==> config.mk <==
export PLATFORM = sky130hd
export DESIGN_NAME = ffha_unit
export DESIGN_NICKNAME = d
export VERILOG_FILES = /design/src/hw/rtl/ffha_unit.sv
export SDC_FILE = /design/constraint.sdc
export NUM_CORES = 1
export LEC_CHECK = 0
export BUFFER_PORTS_ARGS = -buffer_cell sky130_fd_sc_hd__buf_4
export CORE_MARGIN = 4
export CORE_UTILIZATION = 37
export DETAILED_ROUTE_END_ITERATION = 10
export GPL_TIMING_DRIVEN = 0
export PLACE_DENSITY = 0.67
export SYNTH_ARGS = -nofsm -noshare
export SYNTH_HDL_FRONTEND = slang
export SYNTH_SLANG_ARGS = --single-unit
==> constraint.sdc <==
create_clock -name vclk -period 4.2
set_input_delay 0.21 -clock vclk [all_inputs]
set_output_delay 0.21 -clock vclk [all_outputs]
set_load 0.02 [all_outputs]
==> src/hw/rtl/ffha_unit.sv <==
// ----------------------------------------------------------------------------
// ffha_unit
// Shared add/subtract unit of the allocator. It serves index stepping,
// split addresses, fit checks (subtract with borrow) and block merging.
// ----------------------------------------------------------------------------
module ffha_unit #(
  parameter int unsigned W = 13
) (
  input  logic [W-1:0] a_i,
  input  logic [W-1:0] b_i,
  input  logic         sub_i,
  output logic [W-1:0] res_o,
  output logic         cout_o
);

  logic [W:0] full;

  // One adder; on subtract the carry bit flags a borrow (a below b).
  always_comb begin
    if (sub_i) begin
      full = {1'b0, a_i} - {1'b0, b_i};
    end else begin
      full = {1'b0, a_i} + {1'b0, b_i};
    end
  end

  assign res_o  = full[W-1:0];
  assign cout_o = full[W];

endmodule

# Yosys cells after proc, flatten, opt, wreduce, memory -nomap -nowiden
# Cells that the tools add are included.
dict set report word_totals {
  register_bits 0
  latch_bits 0
  ram_bits 0
  rom_bits 0
  in_bits 27
  out_inout_bits 14
  word_cells 3
  mem_count 0
}
dict set report op_classes {
  add_sub_neg 2
  multipliers 0
  div_mod_pow 0
  order_cmp 0
  n_eq_ne 0
  shift 0
  mux 1
  n_bitwise 0
  reduce_logical 0
}
# operator count
set ops {}
lappend ops {{13-bit by 13-bit adder with 14-bit output} 1}
lappend ops {{14-bit two-way mux} 1}
lappend ops {{13-bit by 13-bit subtractor with 14-bit output} 1}

# Depth between registers and ports, before layout
dict set report logic_depth {
  depth_word 2
  depth_mapped 12
  ltp_nobuf 12
}

# Least setup slack after synthesis
# No wires, ideal clock.
dict set report synth_path {
  path_kind {input to output}
  from {input b_i[5]}
  to {output cout_o}
  t_arrival_ps 2579
  required_ps 3990
  setup_slack_ps 1411
  stages 12
  path_buffers 0
  path_cell_list {nor4_1 > nand2_1 > nor4_1 > nor2_1 > xnor2_1 > ha_1 > and4_4 > and2_1 > a221o_1 > a21oi_1 > o21bai_1 > xnor2_1}
}
dict set report synth_via {
  elab_chain_cells 2
  word_cells_on_any_way 3
  cone_classes {2 x add/sub; 1 x mux}
}
# element line
set synth_lines {}
lappend synth_lines {{start: declaration} 10} ;# input logic [W-1:0] b_i,
lappend synth_lines {{13-bit by 13-bit adder with 14-bit output or 13-bit by 13-bit subtractor with 14-bit output (tied branches)} {23, 21}}
lappend synth_lines {{14-bit two-way mux *} 20} ;# if (sub_i) begin
lappend synth_lines {{end: declaration} 13} ;# output logic cout_o
# Mark *: on every way between the ends. The rest lies on a longest branch, timed or not.

# Worst setup path after layout
# Ends and elaborated chain as after synthesis.

==> impl_metrics.yaml <==
final_layout:
  nets: 201
  multi_input_area_um2: 798
  fill_cells: 209
  area_growth_pct: 41.2
  nFlopsAndLatches: 0
  n_clock_buffer: 0
  seqCellArea_um2: 0
  antenna_cells: 0
  layout-drive-gt1-share_pct: 29.3
status:
  outcome: "completed"
logic_synthesis:
  synth_xor_area_share_pct: 24.3
  synth_top_family_by_area: "XOR/XNOR gates"
  synth_area_um2: 828
  syn_avg_cell_area_um2: 7.14
  synth_cell_types: 32
  synth-simple-area-share_pct: 23.1
  synthAdderAreaFrac_pct: 23.6
  syn_inst: 116
  synth.most_common_cell: "xnor2_1"
  synth_top_area_cell: "ha_1"
  synth_mux_area_share_pct: 1.21
  synth_top_cell_area_share_pct: 21.1
  ys_seq_area_share_pct: 0
  syn-num-nets: 158
  synth_area_leaders: "ha_1, xnor2_1, a21oi_1"
  synth_compound_area_share_pct: 24.2
  synth_common_cells: "xnor2_1, ha_1, nor2_1"
  yosysWarnings: 0
place:
  port_buffers: 41
  hpwlAfterDp_um: 2010
  routabilityCongestion: 0.862
  pre_cts_ws_ps: 1070
floorplan:
  die_h_um: 55.3
  initial_core_util_pct: 40.6
  fp.dieW_um: 55.3
  io_pins: 41
  dieArea_mm2: 0.00306
  rows: 16
  core_region_area_mm2: 0.00204
timing:
  worst_pin_slew_ps: 406
  post-route-period-util_pct: 74.2
  min_period_ps: 3120
  final.setup.worst_slack_ps: 1080
  max_slew_margin_pct: 73.0
  finalHoldViolCount: 0
  tns_ps: 0
  setup_violations: 0
  fmax_ghz: 0.321
  drv_slew: 0
  rsz0062_at_grt: "no"
hold_path:
  min_path_type: "input pin to output pin"
job:
  drv_cap: 0
route:
  drtIter0Drc: 14
  vias: 986
  wirelength_um: 2230
  drt_pre_antenna_iters: 4
  drtAntennaViolNets: 0
  drc: 0
  wire_per_inst_um: 12.1
  routed_via_density: 5.36
global_route:
  grt_pass1_vias: 954
  grt_max_degree: 11
  grt_antenna_before_repair: 0
  grt_pass1_wl_um: 3910
  gr-usage-all-layers_pct: 14.3
  grt-ovfl-total: 0
setup_path:
  crit_type: "input pin to output pin"
  crit_path_end_kind: "output pin"
  required_ps: 3990
  path_max_fanout: 6
  startpoint_type: "input pin"
  cp.arrival_ps: 2910
pwr:
  leakage_nw: 0.560
  power.density_mw_per_mm2: 264
  ir_drop_mv: 0.130
  total_power_w: 0.000309
clock_network:
  ctsHoldBuffers: 0
  post_cts_buffers: 0
  cts_resized: 0
[cell usage in the layout, fill, tap and decap left out, types with 2 or more instances in the layout]
master,count
buf_4,41
xnor2_1,18
ha_1,14
nor2_1,13
a21oi_1,11
inv_1,7
o21ai_1,6
nand2_1,5
nor3_1,5
xor2_1,5
a21o_1,4
nor4_1,2
nand2b_1,2
o21a_1,2
a21oi_2,2
nand4_1,2
a31oi_1,2
[worst paths after layout]
check | startpoint | cells after the start | to | slack, ps
setup / recovery | b_i[5] | 14 | cout_o | 1080
hold / removal | a_i[1] | 3 | res_o[1] | 810
[layer usage]
layer | share of wire, % | track usage, % | vias up
met4 | 0 | 0 | 0
met5 | 0 | 0 | -
met1 | 41 | 17.2 | 446
met2 | 51 | 28.2 | 35
li1 | - | - | 505
met3 | 7.8 | 1.63 | 0
[critical path, stage by stage]
cell      delay, ps
buf_4           120
nor4_1          360
nand2_1         170
nor4_1          200
nor2_1           80
xnor2_1         220
ha_1            350
and4_4          220
and2_1          160
a221o_1         280
a21oi_1         130
o21bai_1         90
xnor2_1         140
buf_4           160
[power breakdown]
group / internal (W) / total [W] / switching [W]
clock network: 0 / 0 / 0
logic: 0.000143 / 0.000309 / 0.000166
registers: 0 / 0 / 0
[per-stage QoR]
step                utilization [%]  hold slack, ps  instance area [um2]  cells
global placement               57.3             801                 1170    184
detailed placement             57.3             820                 1170    184
global route                   57.3             847                 1170    184
finish                         57.3             813                 1170    184
floorplan                         -             602                  828    116
CTS                            57.3             819                 1170    184
[cells by family (layout without fill, tap and decap cells)]
logic type | after synthesis | after routing
XOR/XNOR | 23 | 23
adder cells (fa/ha/maj) | 15 | 15
multiplexers | 1 | 1
AND/OR/NAND/NOR | 37 | 37
buffers and inverters | 8 | 49
AO/OA/AOI/OAI | 32 | 32
[final cells by class]
cell class,instances,area share [%]
Multi-Input combinational cell,108,68.2
Inverter,7,2.25
Tap cell,27,2.89
Buffer,1,0.321
Timing Repair Buffer,41,26.3
Power figures use the tool's default switching activity.
