$ cat config.mk
export PLATFORM = sky130hd
export DESIGN_NAME = ffha_seq
export DESIGN_NICKNAME = d
export VERILOG_FILES = /design/src/hw/rtl/ffha_pkg.sv /design/src/hw/rtl/ffha_seq.sv
export SDC_FILE = /design/constraint.sdc
export NUM_CORES = 1
export LEC_CHECK = 0
export ABC_AREA = 1
export ABC_CLOCK_PERIOD_IN_PS = 3300
export BUFFER_PORTS_ARGS = -buffer_cell sky130_fd_sc_hd__clkbuf_2
export CORE_MARGIN = 10
export CORE_UTILIZATION = 50
export CTS_CLUSTER_SIZE = 8
export DETAILED_ROUTE_END_ITERATION = 10
export PLACE_DENSITY = 0.77
export SKIP_CTS_REPAIR_TIMING = 1
export SYNTH_ARGS = -nofsm -noshare
export SYNTH_HDL_FRONTEND = slang
export SYNTH_SLANG_ARGS = --single-unit
$ cat constraint.sdc
create_clock -name clk_i -period 3.3 [get_ports clk_i]
set_input_delay 0.33 -clock clk_i [delete_from_list [all_inputs] [get_ports clk_i]]
set_output_delay 0.33 -clock clk_i [all_outputs]
set_load 0.03 [all_outputs]
$ cat src/hw/rtl/ffha_pkg.sv
// ----------------------------------------------------------------------------
// ffha_pkg
// Shared types and constants of the first-fit heap allocator: operation
// codes, request and response payloads, and header word constants.
// ----------------------------------------------------------------------------
package ffha_pkg;

  // Default number of 13-bit header words in the store.
  localparam int unsigned HEAP_WORDS_DEF = 1024;

  // Header word width and field widths.
  localparam int unsigned HDR_W  = 13;
  localparam int unsigned CFG_W  = 12;
  localparam int unsigned BYTE_W = 12;

  // Header value that marks the end of the block list.
  localparam logic [HDR_W-1:0] END_MARK = 13'd1;

  // Heap size used to format the store after reset.
  localparam logic [CFG_W-1:0] HEAP_SIZE_RST = 12'd4084;

  // Operation codes.
  typedef enum logic [1:0] {
    FUNC_ALLOC = 2'd0,
    FUNC_FREE  = 2'd1,
    FUNC_MERGE = 2'd2,
    FUNC_NOP   = 2'd3
  } func_e;

  // One request item.
  typedef struct packed {
    func_e             func;
    logic [BYTE_W-1:0] request_bytes;
    logic [BYTE_W-1:0] address;
  } ffha_req_t;

  // One response item.
  typedef struct packed {
    logic              ok;
    logic [BYTE_W-1:0] payload_offset;
    logic [HDR_W-1:0]  granted_bytes;
  } ffha_rsp_t;

endpackage

$ cat src/hw/rtl/ffha_seq.sv
// ----------------------------------------------------------------------------
// ffha_seq
// Sequencer of the allocator. It formats the header store, walks the block
// list for allocate and coalesce, clears allocated bits for free, and
// registers one response per accepted request.
// ----------------------------------------------------------------------------
module ffha_seq #(
  parameter int unsigned HEAP_WORDS = ffha_pkg::HEAP_WORDS_DEF,
  parameter int unsigned IDX_W      = $clog2(HEAP_WORDS),
  parameter int unsigned UW         = ((IDX_W > 12) ? IDX_W : 12) + 1
) (
  input  logic                         clk_i,
  input  logic                         rst_ni,
  // Request side
  input  logic                         start_i,
  output logic                         busy_o,
  input  ffha_pkg::ffha_req_t          req_i,
  // Configuration side
  input  logic                         cfg_valid_i,
  output logic                         cfg_ready_o,
  input  logic [ffha_pkg::CFG_W-1:0]   cfg_data_i,
  // Response side
  output logic                         done_o,
  output ffha_pkg::ffha_rsp_t          rsp_o,
  // Header store
  output logic                         mem_we_o,
  output logic [IDX_W-1:0]             mem_waddr_o,
  output logic [ffha_pkg::HDR_W-1:0]   mem_wdata_o,
  output logic [IDX_W-1:0]             mem_raddr_o,
  input  logic [ffha_pkg::HDR_W-1:0]   mem_rdata_i,
  // Shared arithmetic unit
  output logic [UW-1:0]                alu_a_o,
  output logic [UW-1:0]                alu_b_o,
  output logic                         alu_sub_o,
  input  logic [UW-1:0]                alu_res_i,
  input  logic                         alu_cout_i
);

  import ffha_pkg::*;

  localparam int unsigned STP_W = IDX_W + 1;
  localparam int unsigned CAP   = (HEAP_WORDS * 4 / 8) * 8;
  localparam int unsigned CAP_W = 20;

  localparam logic [UW-1:0]    HW_U     = UW'(HEAP_WORDS);
  localparam logic [STP_W-1:0] HW_S     = STP_W'(HEAP_WORDS);
  localparam logic [IDX_W-1:0] LAST_IDX = IDX_W'(HEAP_WORDS - 1);
  localparam logic [IDX_W-1:0] FIRST_IDX = IDX_W'(1);
  localparam logic [CAP_W-1:0] CAP_V    = CAP_W'(CAP);

  // Sequencer states.
  localparam logic [3:0] S_IDLE  = 4'd0;
  localparam logic [3:0] S_CLR   = 4'd1;
  localparam logic [3:0] S_A_CHK = 4'd2;
  localparam logic [3:0] S_A_HDR = 4'd3;
  localparam logic [3:0] S_A_ADV = 4'd4;
  localparam logic [3:0] S_A_SPL = 4'd5;
  localparam logic [3:0] S_A_MRK = 4'd6;
  localparam logic [3:0] S_F_RD  = 4'd7;
  localparam logic [3:0] S_F_WR  = 4'd8;
  localparam logic [3:0] S_C_INI = 4'd9;
  localparam logic [3:0] S_C_HC  = 4'd10;
  localparam logic [3:0] S_C_TOP = 4'd11;
  localparam logic [3:0] S_C_HN  = 4'd12;
  localparam logic [3:0] S_NOP   = 4'd13;

  logic [3:0]        state_q, state_d;
  logic [IDX_W-1:0]  clr_q, clr_d;
  logic [CFG_W-1:0]  heap_q, heap_d;
  logic [UW-1:0]     idx_q, idx_d;
  logic [STP_W-1:0]  steps_q, steps_d;
  logic              done_q, done_d;
  ffha_req_t         req_q, req_d;
  logic [UW-1:0]     nxt_q, nxt_d;
  logic [HDR_W-1:0]  hdr_q, hdr_d;
  logic [HDR_W-1:0]  rem_q, rem_d;
  ffha_rsp_t         rsp_q, rsp_d;

  logic [HDR_W-1:0]  need_raw, need;
  logic [UW-1:0]     need_words;
  logic [UW-1:0]     sw_hdr;
  logic [UW+1:0]     off_full;
  logic [HDR_W-1:0]  tot_raw, tot_al, total;
  logic [HDR_W-1:0]  first_hdr;
  logic [UW-1:0]     end_idx;
  logic [UW-1:0]     free_idx;
  logic              free_skip;
  logic              fin, fin_ok, fin_alloc;

  // Request size rounded up to 8 bytes with the header word included.
  assign need_raw   = {1'b0, req_q.request_bytes} + 13'd11;
  assign need       = {need_raw[HDR_W-1:3], 3'b000};
  assign need_words = UW'(need[HDR_W-1:2]);

  // Block size of the latched header, in words.
  assign sw_hdr = UW'(hdr_q[HDR_W-1:2]);

  // Payload offset of the block at idx_q.
  assign off_full = {idx_q, 2'b00} + (UW+2)'(4);

  // Format values derived from the heap size register.
  assign tot_raw   = {1'b0, heap_q} + 13'd19;
  assign tot_al    = {tot_raw[HDR_W-1:3], 3'b000};
  assign total     = ({7'd0, tot_al} > CAP_V) ? CAP_V[HDR_W-1:0] : tot_al;
  assign first_hdr = total - 13'd8;
  assign end_idx   = UW'(total[HDR_W-1:2]) - UW'(1);

  // Header word addressed by a free request.
  assign free_idx  = UW'(req_q.address[BYTE_W-1:2]) - UW'(1);
  assign free_skip = (req_q.address[BYTE_W-1:2] == '0) || (free_idx >= HW_U);

  // Next-state and datapath logic.
  always_comb begin
    state_d     = state_q;
    clr_d       = clr_q;
    heap_d      = heap_q;
    idx_d       = idx_q;
    steps_d     = steps_q;
    done_d      = 1'b0;
    req_d       = req_q;
    nxt_d       = nxt_q;
    hdr_d       = hdr_q;
    rem_d       = rem_q;
    rsp_d       = rsp_q;
    mem_we_o    = 1'b0;
    mem_waddr_o = idx_q[IDX_W-1:0];
    mem_wdata_o = '0;
    mem_raddr_o = idx_q[IDX_W-1:0];
    alu_a_o     = idx_q;
    alu_b_o     = sw_hdr;
    alu_sub_o   = 1'b0;
    fin         = 1'b0;
    fin_ok      = 1'b1;
    fin_alloc   = 1'b0;

    unique case (state_q)
      S_IDLE: begin
        if (start_i) begin
          req_d   = req_i;
          idx_d   = UW'(1);
          steps_d = '0;
          case (req_i.func)
            FUNC_ALLOC: state_d = S_A_CHK;
            FUNC_FREE:  state_d = S_F_RD;
            FUNC_MERGE: state_d = S_C_INI;
            default:    state_d = S_NOP;
          endcase
        end
      end

      S_NOP: begin
        fin = 1'b1;
      end

      // Clearing pass: one word per cycle, first header and end mark included.
      S_CLR: begin
        mem_we_o    = 1'b1;
        mem_waddr_o = clr_q;
        if (clr_q == FIRST_IDX) begin
          mem_wdata_o = first_hdr;
        end else if (UW'(clr_q) == end_idx) begin
          mem_wdata_o = END_MARK;
        end else begin
          mem_wdata_o = '0;
        end
        clr_d = clr_q + IDX_W'(1);
        if (clr_q == LAST_IDX) begin
          state_d = S_IDLE;
        end
      end

      // Allocate: bound checks, then read the header at idx_q.
      S_A_CHK: begin
        if ((steps_q == HW_S) || (idx_q >= HW_U)) begin
          fin    = 1'b1;
          fin_ok = 1'b0;
        end else begin
          mem_raddr_o = idx_q[IDX_W-1:0];
          state_d     = S_A_HDR;
        end
      end

      // Allocate: fit check by subtracting the needed size.
      S_A_HDR: begin
        hdr_d     = mem_rdata_i;
        alu_a_o   = UW'(mem_rdata_i);
        alu_b_o   = UW'(need);
        alu_sub_o = 1'b1;
        if ((mem_rdata_i == END_MARK) || (mem_rdata_i[HDR_W-1:2] == '0)) begin
          fin    = 1'b1;
          fin_ok = 1'b0;
        end else if (!mem_rdata_i[0] && !alu_cout_i) begin
          rem_d   = alu_res_i[HDR_W-1:0];
          state_d = S_A_SPL;
        end else begin
          state_d = S_A_ADV;
        end
      end

      // Allocate: step to the next block.
      S_A_ADV: begin
        idx_d   = alu_res_i;
        steps_d = steps_q + STP_W'(1);
        state_d = S_A_CHK;
      end

      // Allocate: place the remainder header past the granted block.
      S_A_SPL: begin
        alu_b_o = need_words;
        if (alu_res_i > HW_U) begin
          fin    = 1'b1;
          fin_ok = 1'b0;
        end else if (rem_q != '0) begin
          if (alu_res_i >= HW_U) begin
            fin    = 1'b1;
            fin_ok = 1'b0;
          end else begin
            mem_we_o    = 1'b1;
            mem_waddr_o = alu_res_i[IDX_W-1:0];
            mem_wdata_o = rem_q;
            state_d     = S_A_MRK;
          end
        end else begin
          state_d = S_A_MRK;
        end
      end

      // Allocate: mark the granted block as allocated.
      S_A_MRK: begin
        mem_we_o    = 1'b1;
        mem_waddr_o = idx_q[IDX_W-1:0];
        mem_wdata_o = {need[HDR_W-1:1], 1'b1};
        fin         = 1'b1;
        fin_alloc   = 1'b1;
      end

      // Free: read the addressed header unless the address is out of range.
      S_F_RD: begin
        if (free_skip) begin
          fin = 1'b1;
        end else begin
          mem_raddr_o = free_idx[IDX_W-1:0];
          state_d     = S_F_WR;
        end
      end

      // Free: write it back with the allocated bit cleared.
      S_F_WR: begin
        mem_we_o    = 1'b1;
        mem_waddr_o = free_idx[IDX_W-1:0];
        mem_wdata_o = {mem_rdata_i[HDR_W-1:1], 1'b0};
        fin         = 1'b1;
      end

      // Coalesce: read the first header.
      S_C_INI: begin
        mem_raddr_o = idx_q[IDX_W-1:0];
        state_d     = S_C_HC;
      end

      S_C_HC: begin
        hdr_d   = mem_rdata_i;
        state_d = S_C_TOP;
      end

      // Coalesce: find and read the following header.
      S_C_TOP: begin
        if ((steps_q == HW_S) || (hdr_q[HDR_W-1:2] == '0) || (alu_res_i >= HW_U)) begin
          fin = 1'b1;
        end else begin
          mem_raddr_o = alu_res_i[IDX_W-1:0];
          nxt_d       = alu_res_i;
          state_d     = S_C_HN;
        end
      end

      // Coalesce: merge two free neighbors or move on.
      S_C_HN: begin
        alu_a_o = UW'(hdr_q);
        alu_b_o = UW'(mem_rdata_i);
        if (mem_rdata_i == END_MARK) begin
          fin = 1'b1;
        end else begin
          steps_d = steps_q + STP_W'(1);
          state_d = S_C_TOP;
          if (!hdr_q[0] && !mem_rdata_i[0]) begin
            mem_we_o    = 1'b1;
            mem_waddr_o = idx_q[IDX_W-1:0];
            mem_wdata_o = alu_res_i[HDR_W-1:0];
            hdr_d       = alu_res_i[HDR_W-1:0];
          end else begin
            idx_d = nxt_q;
            hdr_d = mem_rdata_i;
          end
        end
      end

      default: begin
        state_d = S_IDLE;
      end
    endcase

    // Response register load at the end of an operation.
    if (fin) begin
      state_d                = S_IDLE;
      done_d                 = 1'b1;
      rsp_d.ok               = fin_ok;
      rsp_d.payload_offset   = fin_alloc ? off_full[BYTE_W-1:0] : '0;
      rsp_d.granted_bytes    = fin_alloc ? need : '0;
    end

    // A heap size write restarts the clearing pass.
    if (cfg_valid_i && cfg_ready_o) begin
      heap_d  = cfg_data_i;
      clr_d   = '0;
      state_d = S_CLR;
    end
  end

  // A request transfer in the same cycle wins; the heap_size write waits.
  assign cfg_ready_o = ((state_q == S_IDLE) && !start_i) || (state_q == S_CLR);
  assign busy_o      = (state_q != S_IDLE);
  assign done_o      = done_q;
  assign rsp_o       = rsp_q;

  // Control registers.
  always_ff @(posedge clk_i or negedge rst_ni) begin
    if (!rst_ni) begin
      state_q <= S_CLR;
      clr_q   <= '0;
      heap_q  <= HEAP_SIZE_RST;
      idx_q   <= '0;
      steps_q <= '0;
      done_q  <= 1'b0;
    end else begin
      state_q <= state_d;
      clr_q   <= clr_d;
      heap_q  <= heap_d;
      idx_q   <= idx_d;
      steps_q <= steps_d;
      done_q  <= done_d;
    end
  end

  // Payload registers.
  always_ff @(posedge clk_i) begin
    req_q <= req_d;
    nxt_q <= nxt_d;
    hdr_q <= hdr_d;
    rem_q <= rem_d;
    rsp_q <= rsp_d;
  end

endmodule

Word-level counts from Yosys, hierarchy flattened
Cells that the tools add are included.
{"block": "totals", "elab_cells": 165, "in_bits": 69, "output_inout_bits": 90, "register_bits": 140}
{"block": "classes", "reduce_logical": 34, "n_eq_ne": 33, "mux": 68, "n_bitwise": 2, "order_cmp": 5, "add_sub_neg": 8}
{"op": "two-way mux 13 bit", "n": 12}
{"op": "case mux 13 bit (3 select lines)", "n": 2}
{"op": "two-way mux 10 bit", "n": 7}
{"op": "case mux 13 bit (5 select lines)", "n": 1}
{"op": "case mux 13 bit (2 select lines)", "n": 2}
{"op": "two-way mux 4 bit", "n": 12}
{"op": "case mux 4 bit (12 select lines)", "n": 1}
{"op": ">= comparator 13 x 11 -> 1 bit (second input constant)", "n": 3}
{"op": "case mux 11 bit (3 select lines)", "n": 1}
{"op": "!= test 4 bit (second input constant)", "n": 8}
{"op": "case mux 10 bit (3 select lines)", "n": 1}
{"op": "== test 4 bit (second input constant)", "n": 6}
{"op": "zero test 11 bit", "n": 2}
{"op": "two-way mux 1 bit", "n": 22}
{"op": "two-way mux 11 bit", "n": 2}
{"op": "case mux 10 bit (2 select lines)", "n": 1}
{"op": "== test 4 x 3 -> 1 bit (second input constant)", "n": 4}
{"op": "adder 12 x 4 -> 13 bit (second input constant)", "n": 1}
{"op": "adder 12 x 5 -> 13 bit (second input constant)", "n": 1}
{"op": "== test 10 x 13 -> 1 bit", "n": 1}
{"op": "== test 13 x 1 -> 1 bit (second input constant)", "n": 1}
{"op": "> comparator 13 x 11 -> 1 bit (second input constant)", "n": 1}
{"op": "> comparator 13 bit (second input constant)", "n": 1}
{"op": "nonzero test 13 bit", "n": 1}
{"op": "other kinds (35)", "n": 56}

Longest topological paths before layout
{"block": "logic_depth", "depth_word": 8, "mapped_depth": 24, "ltp_nobuf": 24}

Least setup slack after synthesis
Ideal clock, no wire load.
{"block": "synth_timing", "path_type": "register to output", "start": "register heap_q[5]", "end": "output mem_wdata_o[0] in the netlist's numbering", "required_time_ps": 2970, "n_path_buf": 1, "slack_ps": 432, "t_arrival_ps": 2538, "stages_incl_launch_ff": 21, "cell_sequence": "dfstp_2 buf_4 nand2_2 nor2_4 nand2_4 nand2_1 nand2_1 nor2_2 nand3_1 nand2_1 nand2_2 ha_1 xor2_1 inv_1 nand2_1 nand2_1 nor2_1 nand4_1 nor2_1 nand4_1 nand2_1"}
{"block": "synth_between", "elab_chain_cells": 8}
{"element": "from (decl)", "line": "ffha_seq.sv:69", "source": "logic [CFG_W-1:0] heap_q, heap_d;"}
{"element": "from (signal assigned)", "line": "ffha_seq.sv:338", "source": "heap_q <= heap_d;"}
{"element": "adder 12 x 5 -> 13 bit *", "line": "ffha_seq.sv:102", "source": "assign tot_raw = {1'b0, heap_q} + 13'd19;"}
{"element": "> comparator 13 bit", "line": "ffha_seq.sv:104", "source": "assign total = ({7'd0, tot_al} > CAP_V) ? CAP_V[HDR_W-1:0] : tot_al;"}
{"element": "two-way mux 13 bit *", "line": "ffha_seq.sv:104"}
{"element": "subtractor 11 x 1 -> 12 bit *", "line": "ffha_seq.sv:106", "source": "assign end_idx = UW'(total[HDR_W-1:2]) - UW'(1);"}
{"element": "== test 10 x 13 -> 1 bit *", "line": "ffha_seq.sv:161", "source": "end else if (UW'(clr_q) == end_idx) begin"}
{"element": "two-way mux 1 bit *", "line": "ffha_seq.sv:161"}
{"element": "two-way mux 13 bit *", "line": "ffha_seq.sv:159", "source": "if (clr_q == FIRST_IDX) begin"}
{"element": "case mux 13 bit (5 select lines) *", "line": "ffha_seq.sv:136", "source": "unique case (state_q)"}
{"element": "to (decl)", "line": "ffha_seq.sv:28", "source": "output logic [ffha_pkg::HDR_W-1:0] mem_wdata_o,"}
Mark *: on every way between the ends. The rest lies on a longest branch, timed or not.

Final worst setup path
{"block": "layout_timing", "start": "register heap_q[9]", "end": "output mem_wdata_o[0] in the netlist's numbering"}
Same word-level chain as after synthesis.

==> reports/summary.txt <==
Static Leak = 4.45 nW
clock buffer depth = 2
die height = 147 µm
status = finished, violations left
Worst EP required = 2970 ps
largest net degree at the start of global routing = 52
Remaining DRCs = 0
EDFF count, synth = 82
DP HPWL = 22.0 mm
slew of the pin with the lowest slew margin = 709 ps
first-pass GRT wire length = 43.9 mm
die area = 21,700 µm²
violated checks = negative setup slack
fin util = 63.7%
DR vias/cell = 5.99
register area share after synthesis = 46.2%
Inst Count DP = 1,343
Critical Path AT = 3140 ps
Final setup viols = 2
P&R area growth vs syn = 24.7%
H-tree levels = 4
clock latency at the later pin of the worst-skew pair = 430 ps
post-synthesis cell count = 978
Fmax = 288 MHz
Cell Chain, Critical Path = buf_4 -> inv_1 -> nor3_1 -> nand3_2 -> inv_1 -> nand2_2 -> nand2_2 -> ha_4 -> nand3_4 -> nor2_4 -> nand2_2 -> nand2_2 -> nand3_2 -> nand2_1 -> nand2_1 -> nor2_2 -> nand4_1 -> nand2_2 -> buf_6
layout cells sized above 1 = 27.8%
Routed Antenna Nets = 0
max incr delay on CP = 530 ps
Iter 0 DRT Violations = 1,116
final hold violations = 0
Clock Tree Root = clkbuf_16
power density over the cells = 1070 nW/µm²
Worst setup EP type = output pin
final worst-path cycle share = 105%
Avg Inst Size Synth = 8.30 µm²
routed wire length = 29.3 mm
dpl ws = 41.3 ps
grt total ovfl = 0
Final Net Count = 1,231
Synth async-reset ratio = 38.3%
wire per inst = 21.2 µm
Hold Path Class = primary input to asynchronous set/reset pin
row cnt = 46
CP delay by family, top = simple AND/OR/NAND/NOR gates
vias in the first global route = 7,797
die width = 147 µm
CTS clock-pin slew for the worst setup and hold paths = 60 ps
crit-path most repeated cell = nand2_2
GRT Util Overall = 25.9%
I/O pin cnt = 159
RSZ-0062 raised after global routing = true
minimum clock period = 3470 ps
setup ws final = -171 ps
main flop type after synthesis = edfxtp_1
Pre-antenna DRT Iters = 6
Slowest-stage cell, CP = dfstp_2
MaxCap Viol Count = 0
Starting Density = 51.1%
count of different cell masters after synthesis = 61
clock sink count = 133
vias = 8,284
Syn Std Cell Area = 8120 µm²
worst vdd ir = 0.000690 V
Worst Setup Start Kind = register
# diodes = 0
FF+latch count, synth = 133
clock skew = 11.4 ps
max-slew violation count = 0
core area = 15,900 µm²
WS Path Type = register to output pin
warnings from Yosys = 0
CP Max Fanout = 5
Buf/Inv on CP = 4
Slew HR = 52.7%
final std cells w/o fill = 1,383
Port Buffers = 151
cts bufs inserted = 17
initial antenna violation count = 1
GPL Wtd Cong = 1.02
CTS tree = built
-- metrics by stage --
step / power (mW) / instance area [µm²] / setup TNS, ps / hold slack [ps]
finish: 10.8 / 10100 / -222 / 25.9
global route: 11.3 / 10100 / -1090 / 70.8
CTS: 10.3 / 9840 / -1270 / 45.3
detailed placement: 8.10 / 9160 / 0 / 501
global placement: 8.04 / 9160 / 0 / 489
floorplan: 6.45 / 8130 / 0 / 34.4
-- power by group --
part / switching [mW] / total, mW / internal (mW) / leakage, nW
Sequential: 0.310 / 2.65 / 2.34 / 1.40
Combinational: 4.29 / 5.96 / 1.67 / 2.72
Clock: 0.775 / 2.20 / 1.42 / 0.327
Total: 5.37 / 10.8 / 5.44 / 4.45
-- sequential cells by signal (all words and copies together) (netlist names) --
register and cells:
clr_q 10, done_o 1, steps_q 11, state_q 4
hdr_q 13, heap_q 12, rem_q 13, idx_q 13
nxt_q 13, rsp_o 21, req_q 22
-- cells in the mapped netlist (8+ instances only) --
| cell type | n | area (µm²) |
|---|---|---|
| nor4_1 | 11 | 68.8 |
| nand4_1 | 14 | 87.6 |
| nor2_1 | 99 | 372 |
| nand2_1 | 207 | 777 |
| dfrtp_1 | 41 | 1030 |
| nand3_1 | 54 | 270 |
| inv_2 | 14 | 52.6 |
| edfxtp_1 | 82 | 2460 |
| nor2_4 | 10 | 113 |
| o221ai_1 | 27 | 236 |
| o22ai_1 | 12 | 75.1 |
| dfstp_2 | 10 | 263 |
| xor2_1 | 13 | 114 |
| a21oi_1 | 43 | 215 |
| a211oi_1 | 9 | 67.6 |
| nor2_2 | 9 | 56.3 |
| nand2_2 | 10 | 62.6 |
| ha_1 | 8 | 100 |
| buf_2 | 11 | 55.1 |
| nor3_1 | 26 | 130 |
| o2111ai_1 | 13 | 114 |
| o21ai_0 | 52 | 260 |
| inv_1 | 116 | 435 |
-- cell type report --
| class | instances | area [µm²] |
|---|---|---|
| clock buffers | 17 | 425 |
| clock inverters | 15 | 249 |
| fillers | 1369 | 5760 |
| inverters | 135 | 522 |
| multi-input cells | 686 | 3890 |
| flip-flops and latches | 133 | 3750 |
| well taps | 216 | 270 |
| repair buffers | 181 | 1010 |
-- worst paths after layout --
path / from / endpoint / slack (ps) / depth (start not counted)
max: heap_q[9]$_DFFE_PN1P_ / mem_wdata_o[0] / -170 / 19
min: rst_ni / heap_q[0]$_DFFE_PN0P_ / 30 / 2
max reg2reg: state_q[0]$_DFFE_PN1P_ / req_q[19]$_DFFE_PP_ / 730 / 9
min reg2reg: steps_q[7]$_DFFE_PN0P_ / steps_q[7]$_DFFE_PN0P_ / 510 / 2
max in group asynchronous: rst_ni / idx_q[3]$_DFFE_PN0P_ / 2790 / 2
min in group clk_i: req_i[10] / req_q[10]$_DFFE_PP_ / 70 / 1
-- worst register-to-register path, cell delays in order, from the launching register on --
cell,delay [ps]
dfstp_2,570
nor2_4,90
inv_4,120
nor2_4,70
nand3_1,210
nand3_2,140
nor2_4,220
inv_2,170
nor2_2,250
buf_4,370
-- placed cells by master (no fill, tap or decap), types with 7 or more instances in the layout --
cell type,count
nand3_1,50
nor2_4,12
nor3_1,26
nand2_1,191
o21ai_0,52
nand4_1,14
clkbuf_16,17
o21ai_1,7
nand2_4,10
nor4_1,11
ha_1,7
nor2_2,15
a21oi_1,43
nor2_1,91
xor2_1,12
inv_2,13
dfrtp_1,41
dfstp_2,10
a211oi_1,9
inv_1,115
edfxtp_1,82
o221ai_1,26
nand3_2,7
o22ai_1,12
buf_4,29
clkbuf_2,146
nand2_2,21
o2111ai_1,13
-- cells by family after synthesis --
group	after synthesis	share of synthesized area (%)
fa+ha+maj	8	1.23
other cells	1	0.0462
mux	1	0.139
xor+xnor	16	1.73
flops	133	46.2
buf+inv	164	8.40
compound gates	191	15.2
simple gates	464	27.0
-- metal layers --
layer / track usage (%) / wire, µm
met1: 32.3 / 11000
met2: 40.2 / 13500
met3: 8.36 / 3470
met4: 11.1 / 1340
met5: 0 / 18
Note: power is estimated with default switching activity, not from simulation.
